===== src/rtl/icc_pkg.sv =====
// ---------------------------------------------------------------------------
// icc_pkg: shared types and constants of the identifier case converter
// Beat formats, style codes and the slot count of the result queue.
// ---------------------------------------------------------------------------
package icc_pkg;

  // Result queue slots (at least 2: one item can give two results)
  localparam int ICC_FIFO_DEPTH = 4;

  // Input beat: one byte of the string and the end-of-string mark
  typedef struct packed {
    logic [7:0] in_char;
    logic       in_last;
  } icc_in_t;

  // Result beat: byte, byte-present flag and end-of-string mark
  typedef struct packed {
    logic [7:0] out_char;
    logic       out_valid;
    logic       out_last;
  } icc_out_t;

  // Results of one input beat, ready to be queued
  typedef struct packed {
    logic [1:0] num;
    icc_out_t   first;
    icc_out_t   second;
  } icc_push_t;

  // Style codes; unlisted codes behave as copy
  typedef enum logic [4:0] {
    STY_COPY       = 5'd0,
    STY_CAMEL      = 5'd1,
    STY_CAPITAL    = 5'd2,
    STY_CONSTANT   = 5'd3,
    STY_DOT        = 5'd4,
    STY_HEADER     = 5'd5,
    STY_NO         = 5'd6,
    STY_PARAM      = 5'd7,
    STY_PASCAL     = 5'd8,
    STY_PATH       = 5'd9,
    STY_SENTENCE   = 5'd10,
    STY_SNAKE      = 5'd11,
    STY_TITLE      = 5'd12,
    STY_SWAP       = 5'd13,
    STY_LOWER      = 5'd14,
    STY_LOWERFIRST = 5'd15,
    STY_UPPER      = 5'd16,
    STY_UPPERFIRST = 5'd17,
    STY_SPONGE     = 5'd18
  } icc_style_t;

  // Separator and break characters
  localparam logic [7:0] CH_SPACE  = 8'h20;
  localparam logic [7:0] CH_TAB    = 8'h09;
  localparam logic [7:0] CH_DOT    = 8'h2E;
  localparam logic [7:0] CH_USCORE = 8'h5F;
  localparam logic [7:0] CH_SLASH  = 8'h2F;
  localparam logic [7:0] CH_HYPHEN = 8'h2D;
  localparam logic [7:0] CH_NUL    = 8'h00;

endpackage


===== src/rtl/icc_xlate.sv =====
// ---------------------------------------------------------------------------
// icc_xlate: per-character case conversion
// Holds the word-splitting flags of the current string and turns one input
// beat into zero, one or two result beats in a single pass.
// ---------------------------------------------------------------------------
module icc_xlate
  import icc_pkg::*;
(
  input  logic       clk,
  input  logic       rst_n,
  input  logic       accept,
  input  icc_in_t    in_data,
  input  logic [4:0] style,
  output icc_push_t  push
);

  // String flags
  logic prev_lower_r, prev_lower_nxt;
  logic skip_r,       skip_nxt;
  logic brk_pend_r,   brk_pend_nxt;
  logic none_out_r,   none_out_nxt;
  logic prev_brk_r,   prev_brk_nxt;
  logic odd_r,        odd_nxt;

  function automatic logic is_up(input logic [7:0] c);
    return (c >= 8'h41) && (c <= 8'h5A);
  endfunction

  function automatic logic is_lo(input logic [7:0] c);
    return (c >= 8'h61) && (c <= 8'h7A);
  endfunction

  function automatic logic [7:0] to_lo(input logic [7:0] c);
    return is_up(c) ? (c | 8'h20) : c;
  endfunction

  function automatic logic [7:0] to_up(input logic [7:0] c);
    return is_lo(c) ? (c & 8'hDF) : c;
  endfunction

  // Convert one beat and work out the next flags
  always_comb begin
    logic [7:0] c;
    logic       blank;
    logic       sep;
    logic       word;
    logic       do_brk;
    logic       brk_out;
    logic [7:0] brk_char;
    logic       char_out;
    logic [7:0] res_char;
    logic       none_c;
    logic       prev_brk_c;
    logic       cap;
    logic [1:0] n;
    icc_style_t sty;

    c          = in_data.in_char;
    sty        = icc_style_t'(style);
    blank      = (c == CH_SPACE) || (c == CH_TAB);
    sep        = blank || (c == CH_DOT) || (c == CH_USCORE) ||
                 (c == CH_SLASH) || (c == CH_HYPHEN);
    word       = (style >= 5'(STY_CAMEL)) && (style <= 5'(STY_TITLE));
    do_brk     = 1'b0;
    brk_out    = 1'b0;
    brk_char   = CH_SPACE;
    char_out   = 1'b0;
    res_char   = c;
    cap        = 1'b0;
    none_c     = none_out_r;
    prev_brk_c = prev_brk_r;

    skip_nxt     = skip_r;
    brk_pend_nxt = brk_pend_r;
    none_out_nxt = none_out_r;
    prev_brk_nxt = prev_brk_r;

    if (word) begin
      if (!(skip_r && blank)) begin
        skip_nxt = 1'b0;
        if (sep) begin
          brk_pend_nxt = 1'b1;
        end else begin
          brk_pend_nxt = 1'b0;
          do_brk       = brk_pend_r || (prev_lower_r && is_up(c));
          // Pick the break character; camel and pascal drop inner breaks
          unique case (sty)
            STY_DOT:                begin brk_char = CH_DOT;    brk_out = 1'b1; end
            STY_CONSTANT, STY_SNAKE: begin brk_char = CH_USCORE; brk_out = 1'b1; end
            STY_HEADER, STY_PARAM:  begin brk_char = CH_HYPHEN; brk_out = 1'b1; end
            STY_PATH:               begin brk_char = CH_SLASH;  brk_out = 1'b1; end
            STY_CAMEL, STY_PASCAL:  begin brk_char = CH_SPACE;  brk_out = none_out_r; end
            default:                begin brk_char = CH_SPACE;  brk_out = 1'b1; end
          endcase
          brk_out = brk_out && do_brk;
          if (do_brk) begin
            none_c     = 1'b0;
            prev_brk_c = 1'b1;
          end
          // Capitalize by style
          unique case (sty)
            STY_CAPITAL, STY_HEADER, STY_PASCAL, STY_TITLE: cap = none_c || prev_brk_c;
            STY_CAMEL:    cap = !none_c && prev_brk_c;
            STY_SENTENCE: cap = none_c;
            STY_CONSTANT: cap = 1'b1;
            default:      cap = 1'b0;
          endcase
          char_out     = 1'b1;
          res_char     = cap ? to_up(to_lo(c)) : to_lo(c);
          none_out_nxt = 1'b0;
          prev_brk_nxt = 1'b0;
        end
      end
    end else begin
      // Plain styles map byte to byte
      unique case (sty)
        STY_SWAP:       res_char = is_up(c) ? to_lo(c) : to_up(c);
        STY_LOWER:      res_char = to_lo(c);
        STY_LOWERFIRST: res_char = none_out_r ? to_lo(c) : c;
        STY_UPPER:      res_char = to_up(c);
        STY_UPPERFIRST: res_char = none_out_r ? to_up(c) : c;
        STY_SPONGE:     res_char = odd_r ? to_lo(c) : to_up(c);
        default:        res_char = c;
      endcase
      char_out     = 1'b1;
      skip_nxt     = 1'b0;
      none_out_nxt = 1'b0;
      prev_brk_nxt = 1'b0;
    end

    prev_lower_nxt = is_lo(c);
    odd_nxt        = !odd_r;

    // Assemble results: break first, then the character
    n = {1'b0, brk_out} + {1'b0, char_out};
    push.first.out_char  = brk_out ? brk_char : res_char;
    push.first.out_valid = 1'b1;
    push.first.out_last  = in_data.in_last && (n == 2'd1);
    push.second.out_char  = res_char;
    push.second.out_valid = 1'b1;
    push.second.out_last  = in_data.in_last;

    // Bare end marker when the last byte gives nothing
    if (in_data.in_last && (n == 2'd0)) begin
      n                    = 2'd1;
      push.first.out_char  = CH_NUL;
      push.first.out_valid = 1'b0;
      push.first.out_last  = 1'b1;
    end
    push.num = accept ? n : 2'd0;

    // Restart flags at end of string
    if (in_data.in_last) begin
      prev_lower_nxt = 1'b0;
      skip_nxt       = 1'b1;
      brk_pend_nxt   = 1'b0;
      none_out_nxt   = 1'b1;
      prev_brk_nxt   = 1'b0;
      odd_nxt        = 1'b0;
    end
  end

  // Advance flags on each accepted beat
  always_ff @(posedge clk) begin
    if (!rst_n) begin
      prev_lower_r <= 1'b0;
      skip_r       <= 1'b1;
      brk_pend_r   <= 1'b0;
      none_out_r   <= 1'b1;
      prev_brk_r   <= 1'b0;
      odd_r        <= 1'b0;
    end else if (accept) begin
      prev_lower_r <= prev_lower_nxt;
      skip_r       <= skip_nxt;
      brk_pend_r   <= brk_pend_nxt;
      none_out_r   <= none_out_nxt;
      prev_brk_r   <= prev_brk_nxt;
      odd_r        <= odd_nxt;
    end
  end

endmodule


===== src/rtl/icc_fifo.sv =====
// ---------------------------------------------------------------------------
// icc_fifo: result queue
// Takes up to two result beats per cycle and hands out one per cycle while the output is not stalled.
// Asks for a stall while fewer than two slots are free.
// ---------------------------------------------------------------------------
module icc_fifo
  import icc_pkg::*;
#(
  parameter int DEPTH = ICC_FIFO_DEPTH
)
(
  input  logic      clk,
  input  logic      rst_n,
  input  icc_push_t push,
  output logic      full,
  output logic      out_valid,
  input  logic      out_stall,
  output icc_out_t  out_data
);

  localparam int PW = (DEPTH > 1) ? $clog2(DEPTH) : 1;
  localparam int CW = $clog2(DEPTH + 1);

  icc_out_t        slot_r [DEPTH];
  logic [PW-1:0]   rd_ptr_r, rd_ptr_nxt;
  logic [PW-1:0]   wr_ptr_r, wr_ptr_nxt;
  logic [CW-1:0]   cnt_r, cnt_nxt;
  logic [PW-1:0]   wr_ptr_p1;
  logic            pop;

  function automatic logic [PW-1:0] ptr_inc(input logic [PW-1:0] p);
    return (p == PW'(DEPTH - 1)) ? '0 : p + 1'b1;
  endfunction

  assign pop       = (cnt_r != '0) && !out_stall;
  assign wr_ptr_p1 = ptr_inc(wr_ptr_r);

  // Pointer and fill count update
  always_comb begin
    cnt_nxt    = cnt_r + CW'(push.num) - CW'(pop);
    rd_ptr_nxt = pop ? ptr_inc(rd_ptr_r) : rd_ptr_r;
    unique case (push.num)
      2'd1:    wr_ptr_nxt = wr_ptr_p1;
      2'd2:    wr_ptr_nxt = ptr_inc(wr_ptr_p1);
      default: wr_ptr_nxt = wr_ptr_r;
    endcase
  end

  always_ff @(posedge clk) begin
    if (!rst_n) begin
      rd_ptr_r <= '0;
      wr_ptr_r <= '0;
      cnt_r    <= '0;
    end else begin
      rd_ptr_r <= rd_ptr_nxt;
      wr_ptr_r <= wr_ptr_nxt;
      cnt_r    <= cnt_nxt;
    end
  end

  // Store pushed beats
  always_ff @(posedge clk) begin
    if (push.num != 2'd0) begin
      slot_r[wr_ptr_r] <= push.first;
    end
    if (push.num == 2'd2) begin
      slot_r[wr_ptr_p1] <= push.second;
    end
  end

  assign out_valid = (cnt_r != '0);
  assign out_data  = slot_r[rd_ptr_r];
  assign full      = (cnt_r > CW'(DEPTH - 2));

endmodule


===== src/rtl/identifier_case_converter.sv =====
// ---------------------------------------------------------------------------
// identifier_case_converter: streaming identifier re-casing
// Re-cases one ASCII string, one byte per beat, into the style in cfg.
// ---------------------------------------------------------------------------
// Each accepted byte is converted in the cycle it is accepted and gives zero,
// one or two result beats (a word break and a character), which go into a
// small result queue; results leave at most one per cycle. A byte is taken
// every cycle while the queue has two free slots, so a string goes through
// at one byte per cycle whenever every byte yields at most one result and
// the output is not stalled. A result is registered in the queue and
// leaves once the results ahead of it have left. The style register
// must only be written while no string is in flight.
module identifier_case_converter
  import icc_pkg::*;
#(
  parameter int FIFO_DEPTH = ICC_FIFO_DEPTH
)
(
  input  logic       clk,
  input  logic       rst_n,
  input  logic       cfg_we,
  input  logic [4:0] cfg_wdata,
  input  logic       in_valid,
  output logic       in_stall,
  input  icc_in_t    in_data,
  output logic       out_valid,
  input  logic       out_stall,
  output icc_out_t   out_data
);

  logic [4:0] style_r;
  logic       accept;
  icc_push_t  push;

  // Hold the style register
  always_ff @(posedge clk) begin
    if (!rst_n) begin
      style_r <= 5'(STY_COPY);
    end else if (cfg_we) begin
      style_r <= cfg_wdata;
    end
  end

  assign accept = in_valid && !in_stall;

  icc_xlate u_xlate (
    .clk     (clk),
    .rst_n   (rst_n),
    .accept  (accept),
    .in_data (in_data),
    .style   (style_r),
    .push    (push)
  );

  icc_fifo #(
    .DEPTH (FIFO_DEPTH)
  ) u_fifo (
    .clk       (clk),
    .rst_n     (rst_n),
    .push      (push),
    .full      (in_stall),
    .out_valid (out_valid),
    .out_stall (out_stall),
    .out_data  (out_data)
  );

endmodule


===== config.mk =====
export PLATFORM = sky130hd
export DESIGN_NAME = identifier_case_converter
export DESIGN_NICKNAME = d
export VERILOG_FILES = /design/src/rtl/icc_pkg.sv /design/src/rtl/icc_xlate.sv /design/src/rtl/icc_fifo.sv /design/src/rtl/identifier_case_converter.sv
export SDC_FILE = /design/constraint.sdc
export NUM_CORES = 1
export LEC_CHECK = 0
export BUFFER_PORTS_ARGS = -buffer_cell sky130_fd_sc_hd__buf_2
export CAP_MARGIN = 40
export CORE_ASPECT_RATIO = 0.6
export CORE_MARGIN = 3
export CORE_UTILIZATION = 50
export DETAILED_ROUTE_END_ITERATION = 8
export HOLD_SLACK_MARGIN = 0.03
export MAX_ROUTING_LAYER = met4
export PLACE_DENSITY = 0.73
export SLEW_MARGIN = 25
export SYNTH_ARGS = -nofsm -noshare
export SYNTH_HDL_FRONTEND = slang
export SYNTH_SLANG_ARGS = --single-unit

===== constraint.sdc =====
create_clock -name clk -period 5.05 [get_ports clk]
set_clock_uncertainty 0.1 [all_clocks]
set_input_delay 0.505 -clock clk [delete_from_list [all_inputs] [get_ports clk]]
set_output_delay 0.505 -clock clk [all_outputs]
set_load 0.03 [all_outputs]

==> results.md, run 1 <==
- Io pins: 31
- CP Launch Type: flop
- CP Class: flop to flop
- Clk buf depth: 2
- H-tree Lvls: 3
- NumNets Final: 398
- Period Utilization, post-route: 79.61%
- CTS tree: built
- Seq/Total Area, Yosys: 42.81%
- Setup Viol. Count Final: 0
- Post-Synthesis Cell Area: 3601 sq um
- Critical R2R Launch: style_r[0]
- Slew Limit Fails: 0
- Met3 wire len: 859 um
- Most frequent cells in the layout: 36 x edfxtp_1, 30 x buf_2, 29 x nand2_1
- CTS Buf Count: 9
- Fill cells: 565
- Total gr overflow: 0
- Ys flop type: edfxtp_1
- Clock Tree Root: clkbuf_16
- Mapped Nets: 376
- Gate Count Post-Synth: 342
- Internal power: 1.251 mW
- Metal2 WL: 3465 um
- Clk sinks: 59
- Routed Antenna Nets: 0
- Cells on worst reg2reg path: 14
- WHS Path Cells: 3
- Via count: 2829
- Worst-Skew Late Latency: 0.33 ns
- Power Dens Cells: 451.8 nW/um^2
- Combinational Power Share: 29.5%
- Clock power frac: 34.5%
- Seq. cell area: 1541 sq um
- Via density: 6.204
- Worst path slowest cell: dfxtp_1
- HPWL after DPL: 6334 um
- Slew @ Worst Pin: 0.7150 ns
- Ys async rst share: 0%
- Area post-placement: 3764 sq um
- Max Fanout on Critical Path: 15
- CTS resizes: 0
- Worst slack, placed: 0.9560 ns
- TritonRoute pass-1 iters: 5
- Uppermost layer routed: met4
- Pin count of the biggest net entering global routing: 18
- First-pass GRT wire length: 14210 um
- Die Span X: 115.6 um
- Reg-to-reg slack, setup: 1.03 ns
- Switching Power: 0.5925 mW
- Share of layout cells above drive strength 1: 18.43%
- Placer Congestion: 0.9113
- Flop pwr share: 36.0%
- DRC: 0
- Total Neg Setup Slack: 0 ns
- Max-slew headroom: 52.27%
- Synth top area cells: edfxtp_1 30%, dfxtp_1 13%, mux4_2 6.3%
- Cell Count, Final, Fillers Out: 456
- EDFF count, synth: 36
- Die Ht: 71.74 um
- Dpl cells: 439
- Final WS setup: 1.030 ns
- Post-Route WL: 8564 um
- Min-Delay Startpoint: cfg_wdata[2]
- Core Area: 6820 sq um
- Leakage: 1.672 nW
- CP max stage delay: 0.65 ns
- Count of warnings emitted by yosys: 0
- Max-capacitance violation count: 0
- Most common cell after layout, fill and taps aside: edfxtp_1
- Setup Buffers After CTS: 0
- Area of the multi-input gates: 1907 sq um
- Tmin final: 4.020 ns
- Top cell type by total area after synthesis: edfxtp_1
- CTS clk-pin slew, worst paths: 0.05 ns
- Post-synthesis register bit count: 59
- Syn avg cell area: 10.53 sq um
- Worst vdd ir: 190.6 uV
- Hold_buf cts: 0
- Layout Cell Area excl Fill: 4080 sq um
- Vias in the first global route: 2616
- Worst EP required: 5.06 ns
- Hold Vio Cnt, Final: 0
- Met1 wire length: 4114 um
- CP startpoint: style_r[0]
- Area grow syn2layout: 13.31%
- Initial Util: 52.80%
- Die ar.: 8290 sq um
- Reg2reg end: u_fifo.slot_r[1][7]
- RSZ-0062 raised after global routing: false
- Tot Pwr: 1.843 mW
- Row count: 23
- Netlist cell types: 63
- Synth top area share: 30.02%
- Worst hold-check path type: input pin to flop
- Initial antenna violation count: 0
- Inserted Diodes: 0
- Crit path cell chain: maj3_1 -> or3_1 -> o2111ai_2 -> nor2_1 -> inv_1 -> ha_1 -> nand2_1 -> nand3_1 -> ha_1 -> nor2b_1 -> nand2_1 -> o31a_1 -> o21a_1 -> o32ai_1
- Drt initial violations: 292
- Port Buffers: 30
- Worst Path Arrival: 4.03 ns
- Switch share: 32.14%
- Gr usage total: 23.26%
- Fmax: 248.8 MHz
- Worst hold path endpoint: style_r[2]
- Avg WL per Cell: 18.78 um
- Outcome: completed
- CP endpoint kind: flop
synthesized netlist by cell type (2+ instances only):
master     instances
nand3b_1           2
dfxtp_1           23
ha_1              14
or3_1              7
a22o_1            16
nand2b_1          12
xnor2_1            4
nor3_1             8
clkbuf_1           9
a211o_1            2
o31a_1             4
o21ai_2            4
clkbuf_2           2
mux2i_1            7
nand2_1           29
mux4_2            10
o211ai_1           2
buf_2              6
nor2_1            13
or2_2              2
nor4_1             4
o32ai_1            3
a21oi_1            7
inv_1             15
o41ai_1            2
a211oi_1           2
a2111oi_0          2
nand3_1           10
nor2b_1           17
o21ai_0           11
and2_1            11
a21boi_0           2
o21a_1             5
o22ai_1            2
a21o_1            10
edfxtp_1          36
per-stage QoR:
step | hold WS [ns] | util (%)
floorplan | 0.3222 | -
global placement | 0.3445 | 55.18
detailed placement | 0.3516 | 55.18
CTS | 0.3364 | 59.71
global route | 0.3680 | 59.82
finish | 0.3445 | 59.82
cells by family after synthesis:
group / synth area share (%)
and+or+nand+nor: 18.59
muxes: 8.513
AOI/OAI and AO/OA: 18.94
DFF: 42.81
buffers and inverters: 4.239
adders and majority gates: 5.698
xor gates and xnor gates: 1.216
worst max-delay path, delay by kind of cell (launching register included):
| family | cells | cell delay (ns) |
|---|---|---|
| AND/OR/NAND/NOR | 6 | 1.15 |
| AO/OA/AOI/OAI | 4 | 1.07 |
| adder cells (fa/ha/maj) | 3 | 0.74 |
| flip-flops | 1 | 0.65 |
| buffers and inverters | 1 | 0.07 |
layer usage:
metal / vias up / track usage [%]
met5: - / -
met4: 0 / 5.859
met3: 15 / 6.582
met2: 139 / 30.06
met1: 1338 / 35.40
li1: 1337 / -
area by class of cell:
| cell class | count | area share (%) |
|---|---|---|
| Clock buffer | 10 | 5.612 |
| Sequential cell | 59 | 37.78 |
| Inverter | 15 | 1.380 |
| Timing Repair Buffer | 31 | 3.864 |
| Tap cell | 87 | 2.668 |
| Clock inverter | 6 | 1.963 |
| Multi-Input combinational cell | 248 | 46.73 |
flip-flops by register name (all words and copies together) (netlist names), named ones only:
name and cells:
u_xlate.none_out_r 1, u_xlate.prev_lower_r 1, style_r 5, u_fifo.wr_ptr_r 2, u_fifo.cnt_r 3, u_xlate.skip_r 1, u_fifo.slot_r 40, u_xlate.odd_r 1
u_xlate.brk_pend_r 1, u_fifo.rd_ptr_r 2
how the worst max path moves through the flow:
stage	endpoint	slack, ns	cells after the start
finish	u_fifo.slot_r[1][7]	1.03	14
global route	u_fifo.slot_r[1][7]	0.62	14
CTS	u_fifo.slot_r[1][7]	1.07	14
detailed placement	u_fifo.slot_r[1][7]	0.96	16
global placement	u_fifo.slot_r[0][7]	1.05	16
floorplan	u_fifo.cnt_r[2]	1.31	18
power groups by stage:
stage	combinational [mW]	sequential (mW)	clock, mW
after CTS	0.544	0.665	0.641
after detailed placement	0.541	0.674	0
final	0.544	0.664	0.636
after floorplan	0.447	0.631	0
after global placement	0.532	0.671	0
after global routing	0.601	0.674	0.667
Note: power is estimated with default switching activity, not from simulation.
==> run 2, diff against run 1 <==
Clock period 5.05 ns to 3.72 ns, I/O delays scaled along.
==> run 2 against run 1 <==
  * Cell area is 4.9% higher
  * Sequential cell count did not move
  * Cell count grew 6.6%
  * Non-clock buffer count rose by 30
  * Clock-buffer cell count is the same
  * Wire length grew 2.5%
  * First-iteration DRC count down 17%
  * Total power increased by 33%
  * Core utilization grew 3.0 points
  * Global-route usage rose by 0.41 points
==> results.md, run 2 (synthesis results as in run 1) <==
- Initial antenna violation count: 0 (unchanged)
- Worst vdd ir: 249.0 uV (was 190.6 uV)
- CTS resizes: 0 (unchanged)
- Cell Count, Final, Fillers Out: 486 (was 456)
- Most common cell after layout, fill and taps aside: edfxtp_1 (unchanged)
- Area grow syn2layout: 18.90% (was 13.31%)
- Worst-Skew Late Latency: 0.33 ns (about the same)
- Via count: 2928 (was 2829)
- First-pass GRT wire length: 14410 um (was 14210 um)
- Total Neg Setup Slack: 0 ns (unchanged)
- Setup Viol. Count Final: 0 (unchanged)
- NumNets Final: 428 (was 398)
- Max-slew headroom: 55.10% (was 52.27%)
- HPWL after DPL: 6687 um (was 6334 um)
- Hold Vio Cnt, Final: 0 (unchanged)
- Worst hold-check path type: input pin to flop (unchanged)
- Leakage: 1.819 nW (was 1.672 nW)
- RSZ-0062 raised after global routing: false (unchanged)
- Max Fanout on Critical Path: 8 (was 15)
- Hold_buf cts: 0 (unchanged)
- Outcome: completed (unchanged)
- Reg-to-reg slack, setup: 0.36 ns (was 1.03 ns)
- Routed Antenna Nets: 0 (unchanged)
- Fmax: 297.8 MHz (was 248.8 MHz)
- Initial Util: 52.80% (unchanged)
- Gr usage total: 23.67% (was 23.26%)
- CP endpoint kind: flop (unchanged)
- Largest register FFs: 40 (unchanged)
- Max-capacitance violation count: 0 (unchanged)
- Pin count of the biggest net entering global routing: 18 (unchanged)
- Largest registers: u_fifo.slot_r: 40 flops, style_r: 5 flops, u_fifo.cnt_r: 3 flops (unchanged)
- Post-Route WL: 8782 um (was 8564 um)
- CP Class: flop to flop (unchanged)
- Period Utilization, post-route: 90.27% (was 79.61%)
- Slew Limit Fails: 0 (unchanged)
- Setup Buffers After CTS: 0 (unchanged)
- DRC: 0 (unchanged)
- CTS tree: built (unchanged)
- CTS clk-pin slew, worst paths: 0.05 ns (about the same)
- Dpl cells: 469 (was 439)
- Power Dens Cells: 573.8 nW/um^2 (was 451.8 nW/um^2)
- CP Launch Type: flop (unchanged)
- Clock Tree Root: clkbuf_16 (unchanged)
- Vias in the first global route: 2754 (was 2616)
- Row count: 23 (unchanged)
- Share of layout cells above drive strength 1: 24.56% (was 18.43%)
- Die ar.: 8290 sq um (unchanged)
- Tmin final: 3.358 ns (was 4.020 ns)
- Clk buf depth: 2 (unchanged)
- Fill cells: 554 (was 565)
- Worst EP required: 3.69 ns (was 5.06 ns)
- Die Ht: 71.74 um (unchanged)
- Avg WL per Cell: 18.07 um (was 18.78 um)
- Drt initial violations: 241 (was 292)
- TritonRoute pass-1 iters: 5 (unchanged)
- Clk sinks: 59 (unchanged)
- H-tree Lvls: 3 (unchanged)
- Worst Path Arrival: 3.33 ns (was 4.03 ns)
- Total gr overflow: 0 (unchanged)
- Inserted Diodes: 0 (unchanged)
- Slew @ Worst Pin: 0.6726 ns (was 0.7150 ns)
- CTS Buf Count: 9 (unchanged)
- Port Buffers: 30 (unchanged)
- Core Area: 6820 sq um (unchanged)
- Placer Congestion: 0.8903 (was 0.9113)
- Most frequent cells in the layout: 36 x edfxtp_1, 31 x buf_4, 30 x buf_2 (was 36 x edfxtp_1, 30 x buf_2, 29 x nand2_1)
- Die Span X: 115.6 um (unchanged)
- Via density: 6.025 (was 6.204)
- Io pins: 31 (unchanged)
- Most flops, register: u_fifo.slot_r (unchanged)
## run 2: cell count changes in the layout (fill, tap and decap cells not counted)
| cell | change |
|---|---|
| buf_4 | +30 |
| clkinvlp_4 | -1 |
| clkinv_2 | +1 |
| bufinv_16 | -1 |
| clkinv_4 | +1 |
## run 2: report_power, final
group / total, mW / internal, mW / switching, mW
Combinational: 0.777 / 0.330 / 0.447
Sequential: 0.890 / 0.811 / 0.0787
Clock: 0.790 / 0.511 / 0.279
Total: 2.46 / 1.65 / 0.804
## run 2: path summary, 6_finish.rpt
kind                                         start                  end  cells after the start
worst min register to register      u_xlate.skip_r       u_xlate.skip_r                      2
worst max register to register  u_xlate.none_out_r  u_fifo.slot_r[1][2]                     13
worst min-delay path                  cfg_wdata[2]           style_r[2]                      3
worst max-delay path            u_xlate.none_out_r  u_fifo.slot_r[1][2]                     13
## run 2: per-stage QoR
| step | utilization (%) | instance area (sq um) | setup slack [ns] | total power, mW | hold WS (ns) |
|---|---|---|---|---|---|
| 2_1_floorplan | - | 3601 | 0.1152 | 1.464 | 0.3222 |
| 3_3_place_gp | 58.48 | 3989 | 0.1391 | 1.664 | 0.3458 |
| 3_5_place_dp | 58.48 | 3989 | 0.1372 | 1.679 | 0.3430 |
| 4_1_cts | 62.67 | 4274 | 0.3763 | 2.469 | 0.2007 |
| 5_1_grt | 62.78 | 4282 | 0.1348 | 2.584 | 0.2461 |
| 6_report | 62.78 | 4282 | 0.3621 | 2.457 | 0.2045 |
## run 2: area by class of cell
cell class	instances	area, sq um	share of cell area (%)
multi-input cells	248	1907	44.54
flip-flops and latches	59	1541	36.00
repair buffers	61	382.9	8.942
clock buffers	10	229.0	5.348
well taps	87	108.9	2.542
clock inverters	6	56.30	1.315
inverters	15	56.30	1.315
## run 2: per-layer routing
| layer | part of all wire [%] | track usage (%) |
|---|---|---|
| met1 | 49 | 35.97 |
| met2 | 41 | 31.09 |
| met3 | 9.1 | 6.076 |
| met4 | 1.0 | 5.990 |
| met5 | 0 | - |
## run 2: critical path: stages, from the launching register on
cell       delay, ns
dfxtp_1         0.34
maj3_1          0.35
or3_1           0.37
o2111ai_2       0.13
nor2_1          0.09
ha_1            0.31
nand2b_1        0.14
nand2_1         0.12
ha_1            0.31
nand2_1         0.21
nand3_1         0.18
nor3_1          0.08
buf_4           0.15
a22o_1          0.23
==> run 3, diff against run 2 <==
Settings changed: CTS_BUF_LIST set to sky130_fd_sc_hd__clkbuf_8.
Clock period 3.72 ns to 3.2 ns, I/O delays scaled along.
==> run 3 against run 2 <==
  * Via count rose by 5.1%
  * Critical path type unchanged
  * Highest routed layer unchanged
  * Critical endpoint is now u_fifo.cnt_r[2]
  * Global-route usage rose by 1.1 points
  * Combinational power rose by 39%
==> results.md, run 3 (synthesis results as in run 1) <==
- Outcome: completed (unchanged)
- Port Buffers: 30 (unchanged)
- Worst EP required: 3.34 ns (was 3.69 ns)
- Core Area: 6820 sq um (unchanged)
- Gr usage total: 24.77% (was 23.67%)
- CP Launch Type: flop (unchanged)
- Post-Route WL: 9286 um (was 8782 um)
- NumNets Final: 453 (was 428)
- HPWL after DPL: 7011 um (was 6687 um)
- Initial antenna violation count: 0 (unchanged)
- WHS Path Cells: 3 (unchanged)
- Drt initial violations: 236 (was 241)
- Combinational Power Share: 39.9% (was 31.6%)
- Period Utilization, post-route: 99.43% (was 90.27%)
- Setup Viol. Count Final: 0 (unchanged)
- Most flops, register: u_fifo.slot_r (unchanged)
- Die ar.: 8290 sq um (unchanged)
- Max-capacitance violation count: 0 (unchanged)
- Avg WL per Cell: 18.17 um (was 18.07 um)
- Switch share: 36.63% (was 32.74%)
- Worst hold-check path type: input pin to flop (unchanged)
- Inserted Diodes: 0 (unchanged)
- Share of layout cells above drive strength 1: 38.44% (was 24.56%)
- Worst Path Arrival: 3.33 ns (about the same)
- H-tree Lvls: 3 (unchanged)
- Most common cell after layout, fill and taps aside: buf_4 (was edfxtp_1)
- Area post-placement: 4272 sq um (was 3989 sq um)
- Via density: 6.023 (was 6.025)
- Fill cells: 504 (was 554)
- Total gr overflow: 0 (unchanged)
- Max Fanout on Critical Path: 4 (was 8)
- Clk sinks: 59 (unchanged)
- Routed Antenna Nets: 0 (unchanged)
- Hold Vio Cnt, Final: 0 (unchanged)
- Clock power frac: 21.8% (was 32.2%)
- Vias in the first global route: 2953 (was 2754)
- Initial Util: 52.80% (unchanged)
- DRC: 0 (unchanged)
- Cells on worst reg2reg path: 14 (was 13)
- Clock Tree Root: clkbuf_8 (was clkbuf_16)
- CTS clk-pin slew, worst paths: 0.06 ns (was 0.05 ns)
- Most frequent cells in the layout: 52 x buf_4, 36 x edfxtp_1, 30 x buf_2 (was 36 x edfxtp_1, 31 x buf_4, 30 x buf_2)
- CP endpoint kind: flop (unchanged)
- Pin count of the biggest net entering global routing: 18 (unchanged)
- Placer Congestion: 0.8878 (was 0.8903)
- Max-slew headroom: 50.93% (was 55.10%)
- First-pass GRT wire length: 15140 um (was 14410 um)
- Via count: 3078 (was 2928)
- Die Span X: 115.6 um (unchanged)
- Power Dens Cells: 580.3 nW/um^2 (was 573.8 nW/um^2)
- TritonRoute pass-1 iters: 5 (unchanged)
- Row count: 23 (unchanged)
- CP Class: flop to flop (unchanged)
- Flop pwr share: 38.3% (was 36.2%)
- Internal power: 1.711 mW (was 1.652 mW)
- Worst-Skew Late Latency: 0.35 ns (was 0.33 ns)
- CTS tree: built (unchanged)
- Worst slack, placed: -0.3200 ns (was 0.1372 ns)
- Final Core Density: 68.23% (was 62.78%)
- Fmax: 314.3 MHz (was 297.8 MHz)
- Leakage: 1.954 nW (was 1.819 nW)
- RSZ-0062 raised after global routing: true (was false)
- Io pins: 31 (unchanged)
- Largest registers: u_fifo.slot_r: 40 flops, style_r: 5 flops, u_fifo.cnt_r: 3 flops (unchanged)
- CTS Buf Count: 9 (unchanged)
- Largest register FFs: 40 (unchanged)
- Slew @ Worst Pin: 0.7361 ns (was 0.6726 ns)
- Clk buf depth: 2 (unchanged)
- Switching Power: 0.9892 mW (was 0.8044 mW)
- Hold_buf cts: 0 (unchanged)
- Final WS setup: 0.01821 ns (was 0.3621 ns)
- Worst vdd ir: 294.5 uV (was 249.0 uV)
- Slew Limit Fails: 0 (unchanged)
- Layout Cell Area excl Fill: 4653 sq um (was 4282 sq um)
- Area grow syn2layout: 29.22% (was 18.90%)
- Tot Pwr: 2.700 mW (was 2.457 mW)
- Tmin final: 3.182 ns (was 3.358 ns)
- Die Ht: 71.74 um (unchanged)
-- run 3: cell count changes in the layout (fill, tap and decap cells not counted), sizes merged --
cell	before	now
buf	61	86
bufinv	1	0
clkbuf	10	9
clkinv	5	4
clkinvlp	0	2
inv	15	16
-- run 3: power groups by stage --
stage,clock network [mW],logic (mW),registers [mW]
3_5_place_dp,0,0.996,1.05
4_1_cts,0.601,1.01,1.03
6_report,0.588,1.08,1.03
5_1_grt,0.634,1.17,1.06
2_1_floorplan,0,0.726,0.997
3_3_place_gp,0,0.964,1.05
-- run 3: final cells by class --
class,instances,area [sq um],area share (%)
tap,87,108.9,2.339
clock inverter,7,43.79,0.9411
sequential,59,1545,33.21
inverter,15,56.30,1.210
multi-input combinational,248,2155,46.30
timing repair buffer,86,620.6,13.34
clock buffer,9,123.9,2.662
-- run 3: path summary, 6_finish.rpt --
check	slack [ns]	to	start
setup / recovery	0.02	u_fifo.cnt_r[2]	style_r[3]
hold reg to reg	0.35	u_xlate.skip_r	u_xlate.skip_r
hold / removal	0.14	style_r[4]	cfg_wdata[4]
setup reg to reg	0.02	u_fifo.cnt_r[2]	style_r[3]
-- run 3: worst max-delay path, stage by stage (launching register included) --
cell	delay (ns)
dfxtp_4	0.36
maj3_2	0.31
or3_4	0.41
o2111ai_4	0.10
nor2_4	0.08
ha_4	0.27
nand2b_4	0.12
nand2_4	0.08
ha_4	0.29
inv_2	0.04
ha_4	0.15
fa_2	0.37
xnor2_2	0.15
xnor2_1	0.12
and2_1	0.14
-- run 3: metrics by stage --
| stage | hold slack, ns | TNS (ns) | cells |
|---|---|---|---|
| 2_1_floorplan | 0.3223 | -0.3324 | 342 |
| 3_5_place_dp | 0.3386 | -5.847 | 492 |
| 4_1_cts | 0.1197 | 0 | 508 |
| 6_report | 0.1356 | 0 | 511 |
| 3_3_place_gp | 0.3422 | -3.150 | 492 |
| 5_1_grt | 0.1495 | -0.2348 | 511 |
-- run 3: timing repair --
action,CTS,global route
pin swaps,1,16
buffers inserted,0,2
setup endpoints to repair,11,30
resized for setup,6,31
cloned,0,0
-- run 3: layer usage --
layer	global-route usage (%)	wire length (um)	vias up
met2	33.78	3918	124
met5	-	0	-
met4	7.813	144	0
li1	-	-	1437
met3	7.173	806	16
met1	35.43	4416	1501
